File: config.mk
export PLATFORM = sky130hd
export DESIGN_NAME = line_substring_matcher
export DESIGN_NICKNAME = d
export VERILOG_FILES = /design/src/design/lsm_pkg.sv /design/src/design/lsm_cell.sv /design/src/design/line_substring_matcher.sv
export SDC_FILE = /design/constraint.sdc
export NUM_CORES = 1
export LEC_CHECK = 0
export ABC_CLOCK_PERIOD_IN_PS = 4700
export BUFFER_PORTS_ARGS = -buffer_cell sky130_fd_sc_hd__buf_2
export CAP_MARGIN = 40
export CORE_MARGIN = 2
export CORE_UTILIZATION = 54
export DETAILED_ROUTE_END_ITERATION = 10
export PLACE_DENSITY = 0.77
export SLEW_MARGIN = 20
export SYNTH_ARGS = -nofsm -noshare
export SYNTH_HDL_FRONTEND = slang
export SYNTH_SLANG_ARGS = --single-unit
File: constraint.sdc
create_clock -name clk -period 4.7 [get_ports clk]
set_clock_uncertainty 0.15 [all_clocks]
set_input_delay 0.705 -clock clk [delete_from_list [all_inputs] [get_ports clk]]
set_output_delay 0.705 -clock clk [all_outputs]
set_load 0.005 [all_outputs]
File: src/design/lsm_pkg.sv
// Shared types, widths, register indexes and helpers for the line substring matcher.
package lsm_pkg;

  localparam int CHAR_W   = 8;
  localparam int LINE_W   = 16;
  localparam int POS_W    = 12;
  localparam int CHARS_W  = 64;
  localparam int LEN_W    = 4;
  localparam int CFG_IDX_W = 2;
  localparam int SLOT_W   = 3;

  // Configuration register indexes
  localparam logic [CFG_IDX_W-1:0] CFG_NEEDLE_CHARS    = 2'd0;
  localparam logic [CFG_IDX_W-1:0] CFG_NEEDLE_LENGTH   = 2'd1;
  localparam logic [CFG_IDX_W-1:0] CFG_IGNORE_CASE     = 2'd2;
  localparam logic [CFG_IDX_W-1:0] CFG_SEARCH_LOCATION = 2'd3;

  // Search location codes
  localparam logic [1:0] LOC_BOTH   = 2'd0;
  localparam logic [1:0] LOC_LEFT   = 2'd1;
  localparam logic [1:0] LOC_RIGHT  = 2'd2;
  localparam logic [1:0] LOC_DIFFER = 2'd3;

  // One history slot as it moves down the chain
  typedef struct packed {
    logic              valid;
    logic [CHAR_W-1:0] chr;
  } hist_t;

  // Per-transfer control broadcast to every cell
  typedef struct packed {
    logic take;       // a character is accepted this cycle
    logic flush;      // zero byte: empty the whole history
    logic fold_case;  // ASCII case folding on
  } cell_ctl_t;

  // Fold A..Z to lower case when enabled
  function automatic logic [CHAR_W-1:0] fold_char(input logic [CHAR_W-1:0] c,
                                                  input logic en);
    logic [CHAR_W-1:0] r;
    r = c;
    if (en && c >= 8'h41 && c <= 8'h5A) r = c + 8'h20;
    return r;
  endfunction

  // Select one needle byte by slot
  function automatic logic [CHAR_W-1:0] needle_byte(input logic [CHARS_W-1:0] chars,
                                                    input logic [SLOT_W-1:0] slot);
    return chars[{slot, 3'b000} +: CHAR_W];
  endfunction

endpackage

File: src/design/lsm_cell.sv
// One history cell: holds a character, passes it on, compares its input to a needle byte.
module lsm_cell import lsm_pkg::*; (
  input  logic              clk,
  input  logic              rst,
  input  cell_ctl_t         ctl,
  input  hist_t             din,
  input  logic [CHAR_W-1:0] needle,
  input  logic              needle_used,
  output hist_t             hist,
  output logic              hit
);

  // History slot: valid flag and character move together
  always_ff @(posedge clk) begin
    if (rst) begin
      hist <= '0;
    end else if (ctl.take) begin
      hist.valid <= din.valid & ~ctl.flush;
      hist.chr   <= din.chr;
    end
  end

  // Compare the value this cell is about to hold
  assign hit = ~needle_used ||
               (din.valid &&
                fold_char(din.chr, ctl.fold_case) == fold_char(needle, ctl.fold_case));

endmodule

File: src/design/line_substring_matcher.sv
// A match is registered and presented on m_tdata in the cycle after the character transfer ending it.
// Throughput: one character per cycle; the compare is one parallel pass over the cell chain.
// The input stalls only while a presented match is not taken (single output register).
// Reset (synchronous, rst high) clears configuration, history, line position and output valid.
// No clearing pass is needed after reset.
module line_substring_matcher import lsm_pkg::*; #(
  parameter int NEEDLE_MAX     = 8,
  parameter int LINE_CHARS_MAX = 4096
) (
  input  logic                 clk,
  input  logic                 rst,
  // s_tdata: char_byte[7:0], line_number[23:8]
  input  logic [23:0]          s_tdata,
  // s_tuser: file_side[0], line_begins[1], line_differs[2]
  input  logic [2:0]           s_tuser,
  input  logic                 s_tvalid,
  output logic                 s_tready,
  // m_tdata: match_line[15:0], match_position[27:16], zero fill[31:28]
  output logic [31:0]          m_tdata,
  // m_tuser: match_side[0]
  output logic [0:0]           m_tuser,
  output logic                 m_tvalid,
  input  logic                 m_tready,
  input  logic                 cfg_we,
  input  logic [CFG_IDX_W-1:0] cfg_index,
  input  logic [CHARS_W-1:0]   cfg_data
);

  localparam int PosCapInt = (LINE_CHARS_MAX - 1 > 4095) ? 4095 : LINE_CHARS_MAX - 1;
  localparam logic [POS_W-1:0] POS_CAP = POS_W'(PosCapInt);
  localparam logic [LEN_W-1:0] LEN_MAX = LEN_W'(NEEDLE_MAX);

  // Configuration registers
  logic [CHARS_W-1:0] needle_chars;
  logic [LEN_W-1:0]   needle_length;
  logic               ignore_case;
  logic [1:0]         search_location;

  always_ff @(posedge clk) begin
    if (rst) begin
      needle_chars    <= '0;
      needle_length   <= '0;
      ignore_case     <= 1'b0;
      search_location <= LOC_BOTH;
    end else if (cfg_we) begin
      unique case (cfg_index)
        CFG_NEEDLE_CHARS:    needle_chars    <= cfg_data;
        CFG_NEEDLE_LENGTH:   needle_length   <= cfg_data[LEN_W-1:0];
        CFG_IGNORE_CASE:     ignore_case     <= cfg_data[0];
        CFG_SEARCH_LOCATION: search_location <= cfg_data[1:0];
        default: ;
      endcase
    end
  end

  // Input fields
  logic [CHAR_W-1:0] char_byte;
  logic [LINE_W-1:0] line_number;
  logic              file_side, line_begins, line_differs;
  logic              accept;

  assign char_byte    = s_tdata[7:0];
  assign line_number  = s_tdata[23:8];
  assign file_side    = s_tuser[0];
  assign line_begins  = s_tuser[1];
  assign line_differs = s_tuser[2];
  assign accept       = s_tvalid & s_tready;

  // Effective needle length
  logic [LEN_W-1:0] len;
  assign len = (needle_length > LEN_MAX) ? LEN_MAX : needle_length;

  // Line position counter
  logic [POS_W-1:0] pos, cur;
  assign cur = line_begins ? '0 : pos;

  always_ff @(posedge clk) begin
    if (rst) begin
      pos <= '0;
    end else if (accept) begin
      pos <= (cur < POS_CAP) ? cur + 1'b1 : cur;
    end
  end

  // Cell chain
  cell_ctl_t             ctl;
  hist_t                 hist [NEEDLE_MAX];
  hist_t                 din  [NEEDLE_MAX];
  logic [NEEDLE_MAX-1:0] hits;
  logic [NEEDLE_MAX-1:0] hist_valid;

  assign ctl = '{take: accept, flush: (char_byte == '0), fold_case: ignore_case};

  for (genvar j = 0; j < NEEDLE_MAX; j++) begin : g_cell
    logic             used;
    logic [LEN_W-1:0] slot_full;

    // Cell j lines up with needle character len-1-j
    assign used      = (LEN_W'(j) < len);
    assign slot_full = len - LEN_W'(1) - LEN_W'(j);

    if (j == 0) begin : g_head
      assign din[j] = '{valid: 1'b1, chr: char_byte};
    end else begin : g_body
      assign din[j] = '{valid: hist[j-1].valid & ~line_begins, chr: hist[j-1].chr};
    end

    lsm_cell u_cell (
      .clk         (clk),
      .rst         (rst),
      .ctl         (ctl),
      .din         (din[j]),
      .needle      (needle_byte(needle_chars, slot_full[SLOT_W-1:0])),
      .needle_used (used),
      .hist        (hist[j]),
      .hit         (hits[j])
    );

    assign hist_valid[j] = hist[j].valid;
  end

  // Location filter
  logic eligible;
  always_comb begin
    case (search_location)
      LOC_BOTH:   eligible = 1'b1;
      LOC_LEFT:   eligible = ~file_side;
      LOC_RIGHT:  eligible = file_side;
      LOC_DIFFER: eligible = line_differs;
      default:    eligible = 1'b0;
    endcase
  end

  logic match;
  assign match = eligible && (len != '0) && (char_byte != '0) && (&hits);

  // Start offset of the match
  logic [POS_W-1:0] len_m1, start_pos;
  assign len_m1    = POS_W'(len) - POS_W'(1);
  assign start_pos = (cur >= POS_CAP || cur < len_m1) ? POS_CAP : cur - len_m1;

  // Output register
  logic             out_valid, out_side;
  logic [LINE_W-1:0] out_line;
  logic [POS_W-1:0]  out_pos;

  assign s_tready = ~out_valid | m_tready;

  always_ff @(posedge clk) begin
    if (rst) begin
      out_valid <= 1'b0;
    end else if (s_tready) begin
      out_valid <= accept & match;
    end
  end

  always_ff @(posedge clk) begin
    if (accept) begin
      out_side <= file_side;
      out_line <= line_number;
      out_pos  <= start_pos;
    end
  end

  assign m_tvalid = out_valid;
  assign m_tdata  = {4'b0000, out_pos, out_line};
  assign m_tuser  = out_side;

`ifndef SYNTHESIS
  a_empty_needle_silent: assert property (@(posedge clk) disable iff (rst)
    (accept && needle_length == '0) |=> !m_tvalid)
    else $error("match reported with empty needle");

  a_zero_byte_silent: assert property (@(posedge clk) disable iff (rst)
    (accept && s_tdata[7:0] == 8'h00) |=> (!m_tvalid && hist_valid == '0))
    else $error("zero byte did not flush history or gave a match");

  a_line_start_clears: assert property (@(posedge clk) disable iff (rst)
    (accept && s_tuser[1]) |=> ($countones(hist_valid) <= 1 && pos <= 12'd1))
    else $error("line start did not clear history and position");

  a_pos_capped: assert property (@(posedge clk) disable iff (rst)
    m_tvalid |-> m_tdata[27:16] <= POS_CAP)
    else $error("match position above cap");
`endif

endmodule
# ---- After elaboration in Yosys (flattened, before gate mapping)
# Index checks and enable logic that the tools add are counted.
dict set report totals {
  output_inout_bits 35
  rom_bits 0
  inputBits 98
  n_memories 0
  mem_bits_rw 0
  ff_bits 176
  latchBits 0
}
dict set report classes {
  n_bitwise 28
  mul 0
  n_reduce_logical 61
  muxes 20
  eq_ne 14
  shifts 8
  order_cmp 44
  n_div 0
  add_sub_neg 27
}
# op n
set op_table {}
lappend op_table {{$shiftx A64 B7 Y8} 8}
lappend op_table {{$add A8 B6 Y8 const B} 16}
lappend op_table {{$ge A8 B7 Y1 const B} 16}
lappend op_table {{$le A8 B7 Y1 const B} 16}
lappend op_table {{$mux W8} 16}
lappend op_table {{$eq A8 B8 Y1} 8}
lappend op_table {{$logic_and A1 B1 Y1} 42}
lappend op_table {{$mux W12} 2}
lappend op_table {{$lt A3 B4 Y1 const A} 4}
lappend op_table {{$and A1 B1 Y1} 15}
lappend op_table {{$add A12 B1 Y12 const B} 1}
lappend op_table {{$ge A12 B12 Y1 const B} 1}
lappend op_table {{$lt A12 B12 Y1} 1}
lappend op_table {{$lt A12 B12 Y1 const B} 1}
lappend op_table {{$not A1 Y1} 12}
lappend op_table {{$sub A12 B12 Y12} 1}
lappend op_table {{$sub A3 B3 Y3 const B} 4}
lappend op_table {{$logic_or A1 B1 Y1} 9}
lappend op_table {{$eq A2 B2 Y1 const B} 4}
lappend op_table {{$logic_not A8 Y1} 1}
lappend op_table {{$lt A1 B4 Y1 const A} 2}
lappend op_table {{$lt A2 B4 Y1 const A} 2}
lappend op_table {{$reduce_and A2 Y1} 4}
lappend op_table {{$reduce_and A8 Y1} 1}
lappend op_table {{other kinds (11)} 15}

# ---- Logic depth before layout (Yosys ltp)
# Gate-level depths: netlist of run 1.
dict set report logic_depth {
  depth_word 15
  ltp_mapped 23
}

# ---- By module
# A second synthesis of run 1 with hierarchy kept.
dict set report unflattened {
  cells_unflattened 1409
  hier_area_um2 12846.1
}
# mod cells_per_inst seq_area_each_um2 instances area_each_um2
set by_module_without_submodules {}
lappend by_module_without_submodules {line_substring_matcher 777 2552.4 1 7370.8}
lappend by_module_without_submodules {lsm_cell 79 180.2 8 684.4}

# ---- Worst setup path before layout of run 1
# Ideal clock, no wire load.
dict set report synth_path {
  path_type {register -> register}
  start {register needle_length[3]}
  end {register out_valid (netlist: m_tvalid)}
  slack_ns -0.139
  path_buffers 6
  arrival_time_ns 4.619
  synth_period_minus_slack_ns 4.839
  path_stages_with_launch 21
  t_required_ns 4.479
  cell_sequence {dfxtp_1 buf_6 nor2b_1 buf_6 inv_4 buf_6 buf_2 buf_1 ha_1 buf_4 inv_1 xnor3_1 mux4_2 inv_1 ha_1 o41ai_1 xnor2_1 o311ai_2 maj3_2 o22ai_1 o2bb2ai_1}
}
dict set report synth_via {
  elab_chain_cells 15
}
# element line_no
set synth_rtl {}
lappend synth_rtl {{from (decl)} line_substring_matcher.sv:35} ;# logic [LEN_W-1:0] needle_length;
lappend synth_rtl {{from (signal assigned)} line_substring_matcher.sv:48} ;# CFG_NEEDLE_LENGTH: needle_length <= cfg_data[LEN_W-1:0];
lappend synth_rtl {{$gt A4 B4 Y1} line_substring_matcher.sv:71} ;# assign len = (needle_length > LEN_MAX) ? LEN_MAX : needle_length;
lappend synth_rtl {{$mux W4 *} line_substring_matcher.sv:71}
lappend synth_rtl {{$sub A3 B1 Y3} line_substring_matcher.sv:100} ;# assign slot_full = len - LEN_W'(1) - LEN_W'(j);
lappend synth_rtl {{$sub A3 B1 Y3 (tied with other cells)} line_substring_matcher.sv:100}
lappend synth_rtl {{$shiftx A64 B7 Y8} lsm_pkg.sv:49} ;# return chars[{slot, 3'b000} +: CHAR_W];
lappend synth_rtl {{$ge A8 B7 Y1} lsm_pkg.sv:42} ;# if (en && c >= 8'h41 && c <= 8'h5A) r = c + 8'h20;
lappend synth_rtl {{$logic_and A1 B1 Y1 (2 in series)} lsm_pkg.sv:42}
lappend synth_rtl {{$mux W8} lsm_pkg.sv:42}
lappend synth_rtl {{$eq A8 B8 Y1} lsm_cell.sv:26} ;# fold_char(din.chr, ctl.fold_case) == fold_char(needle, ctl.fold_case));
lappend synth_rtl {{$logic_and A1 B1 Y1} lsm_cell.sv:25} ;# (din.valid &&
lappend synth_rtl {{$logic_or A1 B1 Y1} lsm_cell.sv:24} ;# assign hit = ~needle_used ||
lappend synth_rtl {{$reduce_and A8 Y1} line_substring_matcher.sv:135} ;# assign match = eligible && (len != '0) && (char_byte != '0) && (&hits);
lappend synth_rtl {{$logic_and A1 B1 Y1 *} line_substring_matcher.sv:135}
lappend synth_rtl {{$and A1 B1 Y1 *} line_substring_matcher.sv:153} ;# out_valid <= accept & match;
lappend synth_rtl {{to (signal assigned)} line_substring_matcher.sv:153}
lappend synth_rtl {{to (decl)} line_substring_matcher.sv:143} ;# logic out_valid, out_side;
# Mark *: on every way between the ends. The rest lies on a longest branch, timed or not.
# A chain may end at the register's enable or synchronous reset.

# ---- Worst setup path in the final report of run 1
# Ends and elaborated chain as after synthesis.

==> run_results.csv, run 1 <==
group,metric,value,unit
worst_setup_path,startpoint,"needle_length[3]$_SDFFE_PP0P_",
cts,cts_resized,0,
finish,fill_cells,1880,
detailed_routing,routed.top_layer,"met4",
global_route,antenna_found_initial,0,
cts,postCtsHoldBufs,0,
power_and_ir_drop,p_int,2.513,mW
timing,max_slew.worst_pin.slew,0.8023,ns
detailed_routing,routedWlPerCell,19.63,um
synth,synthAdderAreaFrac,3.893,%
synth,synth-async-reset-ratio,0,%
outcome,status,"complete, no violations",
power_and_ir_drop,vdd_ir_drop_max,224.0,uV
synth,synth_top_family_by_area,"multiplexers",
worst_setup_path,rrSetupSlack,0.35,ns
floorplanning,die_h,151.8,um
detailed_routing,viasPerCell,6.190,
cts,cts_inserted_buffers,17,
cts,cts_tree,"done",
cts,insertion_delay,0.44,ns
finish,final_cell_mix,"304 x nand2_1, 153 x a21oi_1, 147 x dfxtp_1",
timing,finalCriticalPeriod,4.348,ns
timing,maxSlewHeadroom,46.51,%
power_and_ir_drop,power,3.552,mW
detailed_routing,ant_nets,0,
global_route,grt_pass1_vias,9799,
timing,hold_viol,0,
floorplanning,fp-row-count,54,
detailed_routing,wl_met3,3.366,mm
timing,fmax,0.2300,GHz
place,io_buffer_count,128,
finish,nNetsFinal,1552,
worst_setup_path,cp_data_required_time,4.92,ns
min_path,min_path_type,"in2reg",
worst_setup_path,path_max_fanout,32,
detailed_routing,met2_length,15.01,mm
place,place.gp.congestion,1.065,
floorplanning,die_x,151.8,um
global_route,grt-ovfl-total,0,
place,place_hpwl,25.08,mm
finish,layout-drive-gt1-share,19.83,%
floorplanning,core,21620,um^2
timing,fin_crit_sh,92.51,%
power_and_ir_drop,switching_share,29.26,%
cts,cts_buffer_depth,2,
worst_setup_path,critical_path_class,"reg2reg",
synth,ys_seq_area_share,32.33,%
worst_setup_path,endpoint_kind,"register",
synth,synthDistinctLibCells,77,
power_and_ir_drop,power_density,268.3,nW/um^2
timing,finalMaxSlewViolations,0,
detailed_routing,vias,10600,
finish,final_common_cell,"nand2_1",
timing,rsz0062_at_grt,"false",
detailed_routing,wl,33.61,mm
synth,synthXorXnorAreaFrac,5.962,%
finish,antenna_cells,0,
synth,syn_area_per_cell,8.922,um^2
detailed_routing,drt-pass1-iter-count,5,
synth,synth_mux_area_share,21.91,%
power_and_ir_drop,power_frac_seq,45.7,%
worst_setup_path,start_kind,"register",
finish,areaGrowthSynthToFinish,12.24,%
timing,setup_viol_count_final,0,
worst_setup_path,r2r_start,"needle_length[3]$_SDFFE_PP0P_",
detailed_routing,drtIter0Drc,1010,
global_route,grt.total_usage,29.77,%
cts,cts.clk_slew.worst_paths,0.07,ns
power_and_ir_drop,leakage,5.047,nW
flow_run,drv_cap,0,
global_route,grt_first_pass_wirelength,52.57,mm
floorplanning,start_util,54.55,%
worst_setup_path,rr_worst_depth,12,
synth,synthFlopType,"dfxtp_1",
cts,cts_sinks,176,
floorplanning,fp.dieArea,23040,um^2
cts,cts_setup_buffers,0,
synth,synthCells,1322,
power_and_ir_drop,pwr-share-comb,15.4,%
global_route,grt_max_degree,84,
finish,fin_cells,1712,
cts,cts_root_buf,"clkbuf_16",
detailed_routing,drc,0,
detailed_routing,routedLengthMet1,13.66,mm
floorplanning,ios,133,
timing,tns,0,ns
synth,syn_area,11800,um^2
power_and_ir_drop,pwr-share-clk,38.9,%
synth,synth-compound-area-share,13.23,%
synth,synth_edf_count,29,
place,dp_cells,1679,
synth,yosysWarnings,0,
worst_setup_path,worstReg2RegEnd,"m_tvalid$_SDFFE_PP0N_",
power_and_ir_drop,power.switching,1.039,mW
worst_setup_path,crit_path_end,"m_tvalid$_SDFFE_PP0N_",
synth,synth_seq_cells,176,
worst_setup_path,critPathArrivalTime,4.57,ns
cts,cts.htree.levels,4,
synth,synthSimpleGateAreaFrac,18.27,%
[cell usage after synthesis (4+ instances only)]
cell type | n | area [um^2]
o21ai_0 | 24 | 120.1
dfxtp_1 | 147 | 2943
mux2_2 | 18 | 202.7
o21a_1 | 8 | 60.06
or3_1 | 5 | 31.28
edfxtp_1 | 29 | 870.8
o31ai_1 | 9 | 67.56
a31oi_1 | 15 | 93.84
o2111ai_1 | 4 | 35.03
and3_1 | 8 | 50.05
a211oi_1 | 5 | 37.54
xor2_1 | 26 | 227.7
a2111oi_0 | 4 | 35.03
buf_1 | 7 | 26.28
nand2_1 | 305 | 1145
clkbuf_1 | 51 | 191.4
nand3_1 | 25 | 125.1
nand4_1 | 12 | 75.07
mux4_1 | 7 | 183.9
mux4_2 | 58 | 1306
a22oi_1 | 8 | 60.06
nand2b_1 | 5 | 31.28
inv_1 | 26 | 97.59
a21oi_1 | 153 | 765.7
nor4_1 | 8 | 50.05
nor3_1 | 18 | 90.09
a21o_1 | 6 | 45.04
nor2b_1 | 12 | 75.07
buf_4 | 10 | 75.07
buf_2 | 8 | 40.04
xnor2_1 | 49 | 429.2
nor2_1 | 59 | 221.5
nor4bb_1 | 5 | 50.05
ha_1 | 35 | 437.9
mux2i_1 | 89 | 890.9
[cells by family after synthesis]
| kind of cell | Yosys count |
|---|---|
| compound gates | 263 |
| other cells | 1 |
| xor+xnor | 77 |
| fa+ha+maj | 37 |
| mux | 172 |
| simple gates | 485 |
| flops | 176 |
| buf+inv | 111 |
[flip-flops by register name, indices dropped and copies added (netlist names)]
register,cells
out_pos,12
g_cell.u_cell.hist,63
pos,12
ignore_case,1
m_tvalid,1
needle_chars,64
search_location,2
needle_length,4
m_tuser,1
out_line,16
[final cells by class]
| cell class | count | area, um^2 | share of cell area [%] |
|---|---|---|---|
| Clock buffer | 17 | 425.4 | 3.213 |
| Clock inverter | 15 | 147.6 | 1.115 |
| Inverter | 30 | 120.1 | 0.9073 |
| Multi-Input combinational cell | 1038 | 7500 | 56.65 |
| Sequential cell | 176 | 3814 | 28.81 |
| Tap cell | 280 | 350.3 | 2.646 |
| Timing Repair Buffer | 156 | 882.1 | 6.663 |
[power by group through the flow]
stage | sequential (mW) | combinational [mW] | clock [mW]
6_report | 1.62 | 0.546 | 1.38
5_1_grt | 1.63 | 0.596 | 1.45
4_1_cts | 1.62 | 0.538 | 1.40
3_5_place_dp | 1.66 | 0.535 | 0
3_3_place_gp | 1.66 | 0.524 | 0
2_1_floorplan | 1.64 | 0.383 | 0
[worst min-delay path by stage]
stage                                    from                      to  slack, ns  cells past startpoint
after floorplan           pos[1]$_SDFFE_PP0P_     pos[1]$_SDFFE_PP0P_       0.29                      2
after global placement    pos[1]$_SDFFE_PP0P_     pos[1]$_SDFFE_PP0P_       0.30                      2
after detailed placement  pos[1]$_SDFFE_PP0P_     pos[1]$_SDFFE_PP0P_       0.31                      2
after CTS                         s_tdata[22]  out_line[14]$_DFFE_PP_       0.28                      1
after global routing              s_tdata[19]  out_line[11]$_DFFE_PP_       0.28                      1
final                             s_tdata[22]  out_line[14]$_DFFE_PP_       0.29                      1
[metal layers]
metal / vias up / GRT usage [%]
li1: 4960 / -
met1: 5019 / 39.18
met2: 537 / 45.86
met3: 82 / 7.814
met4: 0 / 13.94
met5: - / 0
[per-stage QoR]
step / worst slack [ns] / area, um^2 / hold WS, ns / util, %
floorplan: 0.1218 / 11810 / 0.2899 / -
global placement: 0.4594 / 12630 / 0.3001 / 58.44
detailed placement: 0.4165 / 12640 / 0.3117 / 58.45
CTS: 0.4109 / 13210 / 0.2775 / 61.11
global route: 0.06116 / 13240 / 0.2803 / 61.23
finish: 0.3522 / 13240 / 0.2900 / 61.23
[worst max-delay path, stage by stage, from the launching register on]
cell and delay [ns]:
dfxtp_1 0.43, nor2b_4 0.20, buf_4 0.49, mux4_2 0.61, mux2i_1 0.34, inv_1 0.10, ha_1 0.31, o31ai_1 0.24
o2111ai_1 0.25, a211oi_1 0.35, nand4_1 0.13, a2111oi_0 0.49, o2bb2ai_1 0.17
Power figures use the tool's default switching activity.
==> run 2: changes to the inputs <==
ABC_CLOCK_PERIOD_IN_PS = 3800   (was 4700)
BUFFER_PORTS_ARGS = unset   (was -buffer_cell sky130_fd_sc_hd__buf_2)
CORE_UTILIZATION = 59   (was 54)
DONT_BUFFER_PORTS = 1   (was unset)
PLACE_DENSITY = 0.78   (was 0.77)
clock period = 3.8 ns   (was 4.7 ns; I/O delays follow)
==> run 2 against run 1 <==
The run now ends with setup timing left. Sequential power rose by 24%. First-iteration DRC count rose by 16%. Critical path depth rose by 1. Design area rose by 1.4%. Count of clock-buffer cells in the layout did not move. Via count rose by 0.32%. Critical path type unchanged. Largest power group unchanged. Highest routed layer unchanged.
==> run_results.csv, run 2 (same netlist as run 1, synthesis figures left out) <==
group,metric,value,unit
outcome,status,"finished with violations",
outcome,violations,"setup timing",
cts,cts_buffer_depth,2,
worst_setup_path,path_max_fanout,6,
detailed_routing,routedWlPerCell,21.23,um
place,place_hpwl,25.73,mm
floorplanning,die_x,145.4,um
finish,antenna_cells,0,
floorplanning,ios,133,
detailed_routing,ant_nets,0,
power_and_ir_drop,pwr-share-comb,14.8,%
cts,cts.htree.levels,4,
worst_setup_path,endpoint_kind,"register",
detailed_routing,vias,10630,
worst_setup_path,cp_slowest_cell,"mux4_2",
worst_setup_path,start_kind,"register",
global_route,grt_max_degree,149,
cts,cts_inserted_buffers,17,
worst_setup_path,startpoint,"needle_length[0]$_SDFFE_PP0P_",
cts,postCtsHoldBufs,0,
flow_run,drv_cap,0,
power_and_ir_drop,power,4.524,mW
finish,layout-drive-gt1-share,19.65,%
floorplanning,core,19530,um^2
worst_setup_path,crit_buf_inv,1,
timing,fmax,0.2610,GHz
power_and_ir_drop,power_density,337.1,nW/um^2
worst_setup_path,r2r_start,"needle_length[0]$_SDFFE_PP0P_",
finish,fin_cells,1649,
finish,nNetsFinal,1504,
timing,max_slew.worst_pin.slew,0.6966,ns
cts,cts_tree,"done",
detailed_routing,wl,35.01,mm
detailed_routing,drc,0,
power_and_ir_drop,power.switching,1.294,mW
finish,final_common_cell,"nand2_1",
worst_setup_path,slowest_delay,0.58,ns
finish,fin_util,68.74,%
finish,fill_cells,1553,
floorplanning,fp.dieArea,21140,um^2
finish,multi_input_area,7634,um^2
min_path,min_path_type,"in2reg",
power_and_ir_drop,leakage,4.990,nW
place,io_buffer_count,0,
cts,insertion_delay,0.44,ns
worst_setup_path,crit_path_end,"m_tvalid$_SDFFE_PP0N_",
finish,largest_registers,"needle_chars x64, g_cell.u_cell.hist x63, out_line x16",
power_and_ir_drop,vdd_ir_drop_max,315.1,uV
global_route,grt_pass1_vias,9875,
cts,cts.clk_slew.worst_paths,0.07,ns
timing,fin_crit_sh,100.8,%
worst_setup_path,rrSetupSlack,-0.03,ns
timing,fin_ws,-0.03078,ns
timing,finalMaxSlewViolations,0,
worst_setup_path,cp_data_required_time,3.97,ns
place,place.gp.congestion,1.000,
floorplanning,fp-row-count,51,
power_and_ir_drop,p_int,3.231,mW
place,dp_cells,1610,
finish,largest_reg_flops,64,
finish,largest_register,"needle_chars",
cts,cts_sinks,176,
min_path,min-delay-start,"rst",
finish,final_cell_mix,"304 x nand2_1, 150 x a21oi_1, 145 x dfxtp_1",
timing,setup_viol_count_final,1,
timing,rsz0062_at_grt,"true",
global_route,grt-ovfl-total,0,
worst_setup_path,critical_path_class,"reg2reg",
worst_setup_path,critPathArrivalTime,4.00,ns
timing,finalCriticalPeriod,3.831,ns
power_and_ir_drop,power_frac_seq,44.4,%
finish,areaGrowthSynthToFinish,13.80,%
power_and_ir_drop,switching_share,28.59,%
worst_setup_path,critical_path.cell_chain,"nor2b_4 > inv_1 > ha_1 > xnor3_2 > mux4_2 > nand3_2 > nor2_2 > or4b_4 > and3b_1 > o311ai_4 > maj3_2 > o22ai_1 > o2bb2ai_1",
timing,hold_viol,0,
worst_setup_path,rr_worst_depth,13,
global_route,grt_first_pass_wirelength,54.86,mm
global_route,grt.total_usage,32.77,%
detailed_routing,drt-pass1-iter-count,7,
floorplanning,start_util,60.41,%
detailed_routing,drtIter0Drc,1170,
power_and_ir_drop,pwr-share-clk,40.7,%
worst_setup_path,worstReg2RegEnd,"m_tvalid$_SDFFE_PP0N_",
worst_setup_path,crit_family,"simple AND/OR/NAND/NOR gates",
cts,cts_root_buf,"clkbuf_16",
detailed_routing,viasPerCell,6.448,
timing,maxSlewHeadroom,53.56,%
floorplanning,die_h,145.4,um
global_route,antenna_found_initial,0,
place,dp_slack,-0.08129,ns
finish,seq_area,3816,um^2
timing,holdWs,0.05337,ns
worst_setup_path,cp_num_cells,13,
run 2: cell types whose count changed in the layout (fill, tap and decap cells not counted), sizes merged:
cell,before,now
buf,156,107
clkinvlp,4,0
bufinv,0,2
clkbuf,17,18
clkinv,5,6
inv,36,37
run 2: worst min path at each step:
stage / endpoint / slack (ns) / cells after the start
final: needle_length[2]$_SDFFE_PP0P_ / 0.05 / 1
after global routing: needle_chars[7]$_SDFFE_PP0P_ / 0.03 / 1
after CTS: needle_chars[15]$_SDFFE_PP0P_ / 0.03 / 1
after detailed placement: g_cell[6].u_cell.hist[7]$_SDFFE_PP0P_ / 0.32 / 2
after global placement: g_cell[6].u_cell.hist[7]$_SDFFE_PP0P_ / 0.31 / 2
after floorplan: pos[1]$_SDFFE_PP0P_ / 0.29 / 2
run 2: worst register-to-register path: cells and delay by family (launching register included):
| family | cells | cell delay (ns) |
|---|---|---|
| AND/OR/NAND/NOR | 5 | 1.09 |
| multiplexers | 1 | 0.59 |
| XOR/XNOR | 1 | 0.52 |
| AO/OA/AOI/OAI | 3 | 0.52 |
| adder cells (fa/ha/maj) | 2 | 0.43 |
| flip-flops | 1 | 0.33 |
| buffers and inverters | 1 | 0.08 |
run 2: final cells by class:
cell class / count / share of cell area, %
tap: 265 / 2.470
clock buffer: 17 / 3.169
timing repair buffer: 108 / 6.767
clock inverter: 15 / 1.380
multi-input combinational: 1038 / 56.87
sequential: 176 / 28.43
inverter: 30 / 0.9135
run 2: repair_timing:
action / CTS / global route
buffers inserted: 1 / 5
resized for setup: 6 / 32
gates cloned: 0 / 1
pin swaps: 1 / 10
setup endpoints to repair: 10 / 13
run 2: metrics by stage:
stage	setup TNS [ns]	cell area, um^2
floorplan	-2.273	11890
global placement	-0.1414	12590
detailed placement	-0.2618	12590
CTS	-0.04446	13240
global route	-0.1712	13420
finish	-0.03078	13420
run 2: power by group through the flow:
| stage | registers (mW) | logic, mW | clock network, mW |
|---|---|---|---|
| 6_report | 2.01 | 0.671 | 1.84 |
| 3_5_place_dp | 2.05 | 0.638 | 0 |
| 4_1_cts | 2.01 | 0.646 | 1.85 |
| 5_1_grt | 2.01 | 0.724 | 1.94 |
| 3_3_place_gp | 2.05 | 0.627 | 0 |
| 2_1_floorplan | 2.02 | 0.484 | 0 |
run 2: metal layers:
layer	part of all wire, %	vias to the layer above	track usage [%]
met5	0	-	0
met4	4.9	0	15.74
met3	8.0	116	5.862
met2	46	591	52.70
met1	41	5069	43.07
li1	-	4856	-
==> run 3: changes to the inputs <==
MAX_ROUTING_LAYER = met4   (was unset)
==> run 3 against run 2 <==
The flow still finishes with violations (setup timing). Design area increased by 0.11%. Worst setup slack got worse by 0.067 ns. Global-route usage increased by 0.17 points. Largest cell class unchanged.
==> run_results.csv, run 3 (same netlist as run 1, synthesis figures left out) <==
group,metric,value,unit
finish,largest_register,"needle_chars",
floorplanning,die_h,145.4,um
cts,cts_buffer_depth,2,
finish,areaGrowthSynthToFinish,13.93,%
power_and_ir_drop,power,4.428,mW
outcome,status,"finished with violations",
global_route,grt_max_degree,149,
worst_setup_path,r2r_start,"needle_length[0]$_SDFFE_PP0P_",
global_route,antenna_found_initial,0,
power_and_ir_drop,power_frac_seq,45.3,%
place,dp_slack,-0.1908,ns
worst_setup_path,startpoint,"needle_length[0]$_SDFFE_PP0P_",
finish,final_common_cell,"nand2_1",
detailed_routing,routedWlPerCell,20.78,um
timing,max_slew.worst_pin.slew,0.7137,ns
timing,fin_ws,-0.09763,ns
power_and_ir_drop,pwr-share-comb,15.3,%
place,place_area,12690,um^2
cts,insertion_delay,0.44,ns
power_and_ir_drop,power_density,329.5,nW/um^2
floorplanning,fp-row-count,51,
power_and_ir_drop,p_int,3.136,mW
finish,multi_input_area,7620,um^2
finish,antenna_cells,0,
worst_setup_path,rrSetupSlack,-0.1,ns
worst_setup_path,crit_path_end,"m_tvalid$_SDFFE_PP0N_",
place,place_hpwl,26.29,mm
timing,hold_viol,0,
global_route,grt.total_usage,32.94,%
worst_setup_path,start_kind,"register",
global_route,grt-ovfl-total,0,
finish,final_area,13440,um^2
place,io_buffer_count,0,
power_and_ir_drop,vdd_ir_drop_max,325.0,uV
timing,tns,-0.09763,ns
power_and_ir_drop,pwr-share-clk,39.4,%
global_route,grt_pass1_vias,9636,
finish,largest_reg_flops,64,
floorplanning,die_x,145.4,um
cts,cts_sinks,176,
worst_setup_path,endpoint_kind,"register",
cts,cts_tree,"done",
finish,layout-drive-gt1-share,19.77,%
finish,nNetsFinal,1516,
finish,fill_cells,1583,
outcome,violations,"setup timing",
worst_setup_path,cp_data_required_time,3.97,ns
place,place.gp.congestion,0.9954,
worst_setup_path,worstReg2RegEnd,"m_tvalid$_SDFFE_PP0N_",
power_and_ir_drop,power.switching,1.292,mW
min_path,min_path_type,"in2reg",
power_and_ir_drop,switching_share,29.18,%
floorplanning,ios,133,
worst_setup_path,rr_worst_depth,13,
timing,fmax,0.2566,GHz
min_path,hold_depth,1,
cts,cts_inserted_buffers,17,
floorplanning,fp.dieArea,21140,um^2
finish,seq_area,3819,um^2
global_route,grt_first_pass_wirelength,53.25,mm
cts,cts.clk_slew.worst_paths,0.08,ns
detailed_routing,wl,34.52,mm
detailed_routing,vias,10490,
flow_run,drv_cap,0,
power_and_ir_drop,leakage,5.026,nW
timing,maxSlewHeadroom,51.19,%
finish,final_cell_mix,"304 x nand2_1, 149 x a21oi_1, 145 x dfxtp_1",
finish,largest_registers,"needle_chars x64, g_cell.u_cell.hist x63, out_line x16",
floorplanning,core,19530,um^2
cts,cts_root_buf,"clkbuf_16",
detailed_routing,drc,0,
detailed_routing,drtIter0Drc,1100,
worst_setup_path,critPathArrivalTime,4.07,ns
timing,holdWs,0.05925,ns
worst_setup_path,path_max_fanout,6,
timing,finalCriticalPeriod,3.898,ns
timing,rsz0062_at_grt,"true",
timing,finalMaxSlewViolations,0,
floorplanning,start_util,60.41,%
detailed_routing,viasPerCell,6.317,
detailed_routing,ant_nets,0,
cts,cts.htree.levels,4,
timing,setup_viol_count_final,1,
detailed_routing,drt-pass1-iter-count,5,
timing,fin_crit_sh,102.6,%
worst_setup_path,critical_path_class,"reg2reg",
==> run 3: power by group through the flow <==
stage          Clock, mW  Combinational (mW)  Sequential, mW
2_1_floorplan          0               0.484            2.02
5_1_grt             1.82               0.730            2.01
3_5_place_dp           0               0.648            2.05
4_1_cts             1.75               0.662            2.01
3_3_place_gp           0               0.637            2.05
6_report            1.74               0.677            2.01
==> run 3: cell type report <==
cell class,instances,area share [%]
tap,265,2.467
clock inverter,14,1.080
sequential,176,28.42
inverter,30,0.8939
timing repair buffer,120,7.244
multi-input combinational,1038,56.70
clock buffer,18,3.194
==> run 3: worst min-delay path by stage <==
stage	start	end	slack, ns
after CTS	rst	needle_chars[8]$_SDFFE_PP0P_	0.04
after global routing	rst	needle_chars[4]$_SDFFE_PP0P_	0.04
final	rst	needle_chars[2]$_SDFFE_PP0P_	0.06
after floorplan	pos[1]$_SDFFE_PP0P_	pos[1]$_SDFFE_PP0P_	0.29
after global placement	pos[1]$_SDFFE_PP0P_	pos[1]$_SDFFE_PP0P_	0.30
after detailed placement	pos[1]$_SDFFE_PP0P_	pos[1]$_SDFFE_PP0P_	0.31
==> run 3: layer usage <==
| layer | vias to the layer above | part of all wire (%) | track usage, % |
|---|---|---|---|
| met2 | 495 | 46 | 51.75 |
| met5 | - | 0 | - |
| met1 | 5025 | 42 | 42.84 |
| met3 | 91 | 7.9 | 5.110 |
| li1 | 4881 | - | - |
| met4 | 0 | 4.6 | 13.68 |
==> run 3: worst max-delay path, cell delays in order, from the launching register on <==
cell and delay (ns):
dfxtp_2 0.33, nor2b_4 0.20, inv_4 0.07, ha_4 0.24
xnor3_2 0.53, mux4_2 0.58, nand3_2 0.10, nor2_2 0.05
or4b_4 0.56, and3b_2 0.24, o311ai_4 0.27, maj3_2 0.27
o22ai_2 0.07, o2bb2ai_1 0.12
==> run 3: timing repair <==
action                     in CTS  in global routing
setup endpoints to repair      13                 13
gates cloned                    0                  0
hold buffers                    0                  0
hold endpoints to repair        0                  0
pin swaps                      12                  1
setup buffers                   6                  0
gates resized for setup        16                 16
==> run 3: metrics by stage <==
step,utilization (%),cells
final,68.82,1661
after global routing,68.82,1661
after CTS,68.50,1661
after detailed placement,64.98,1623
after global placement,64.98,1623
after floorplan,-,1325
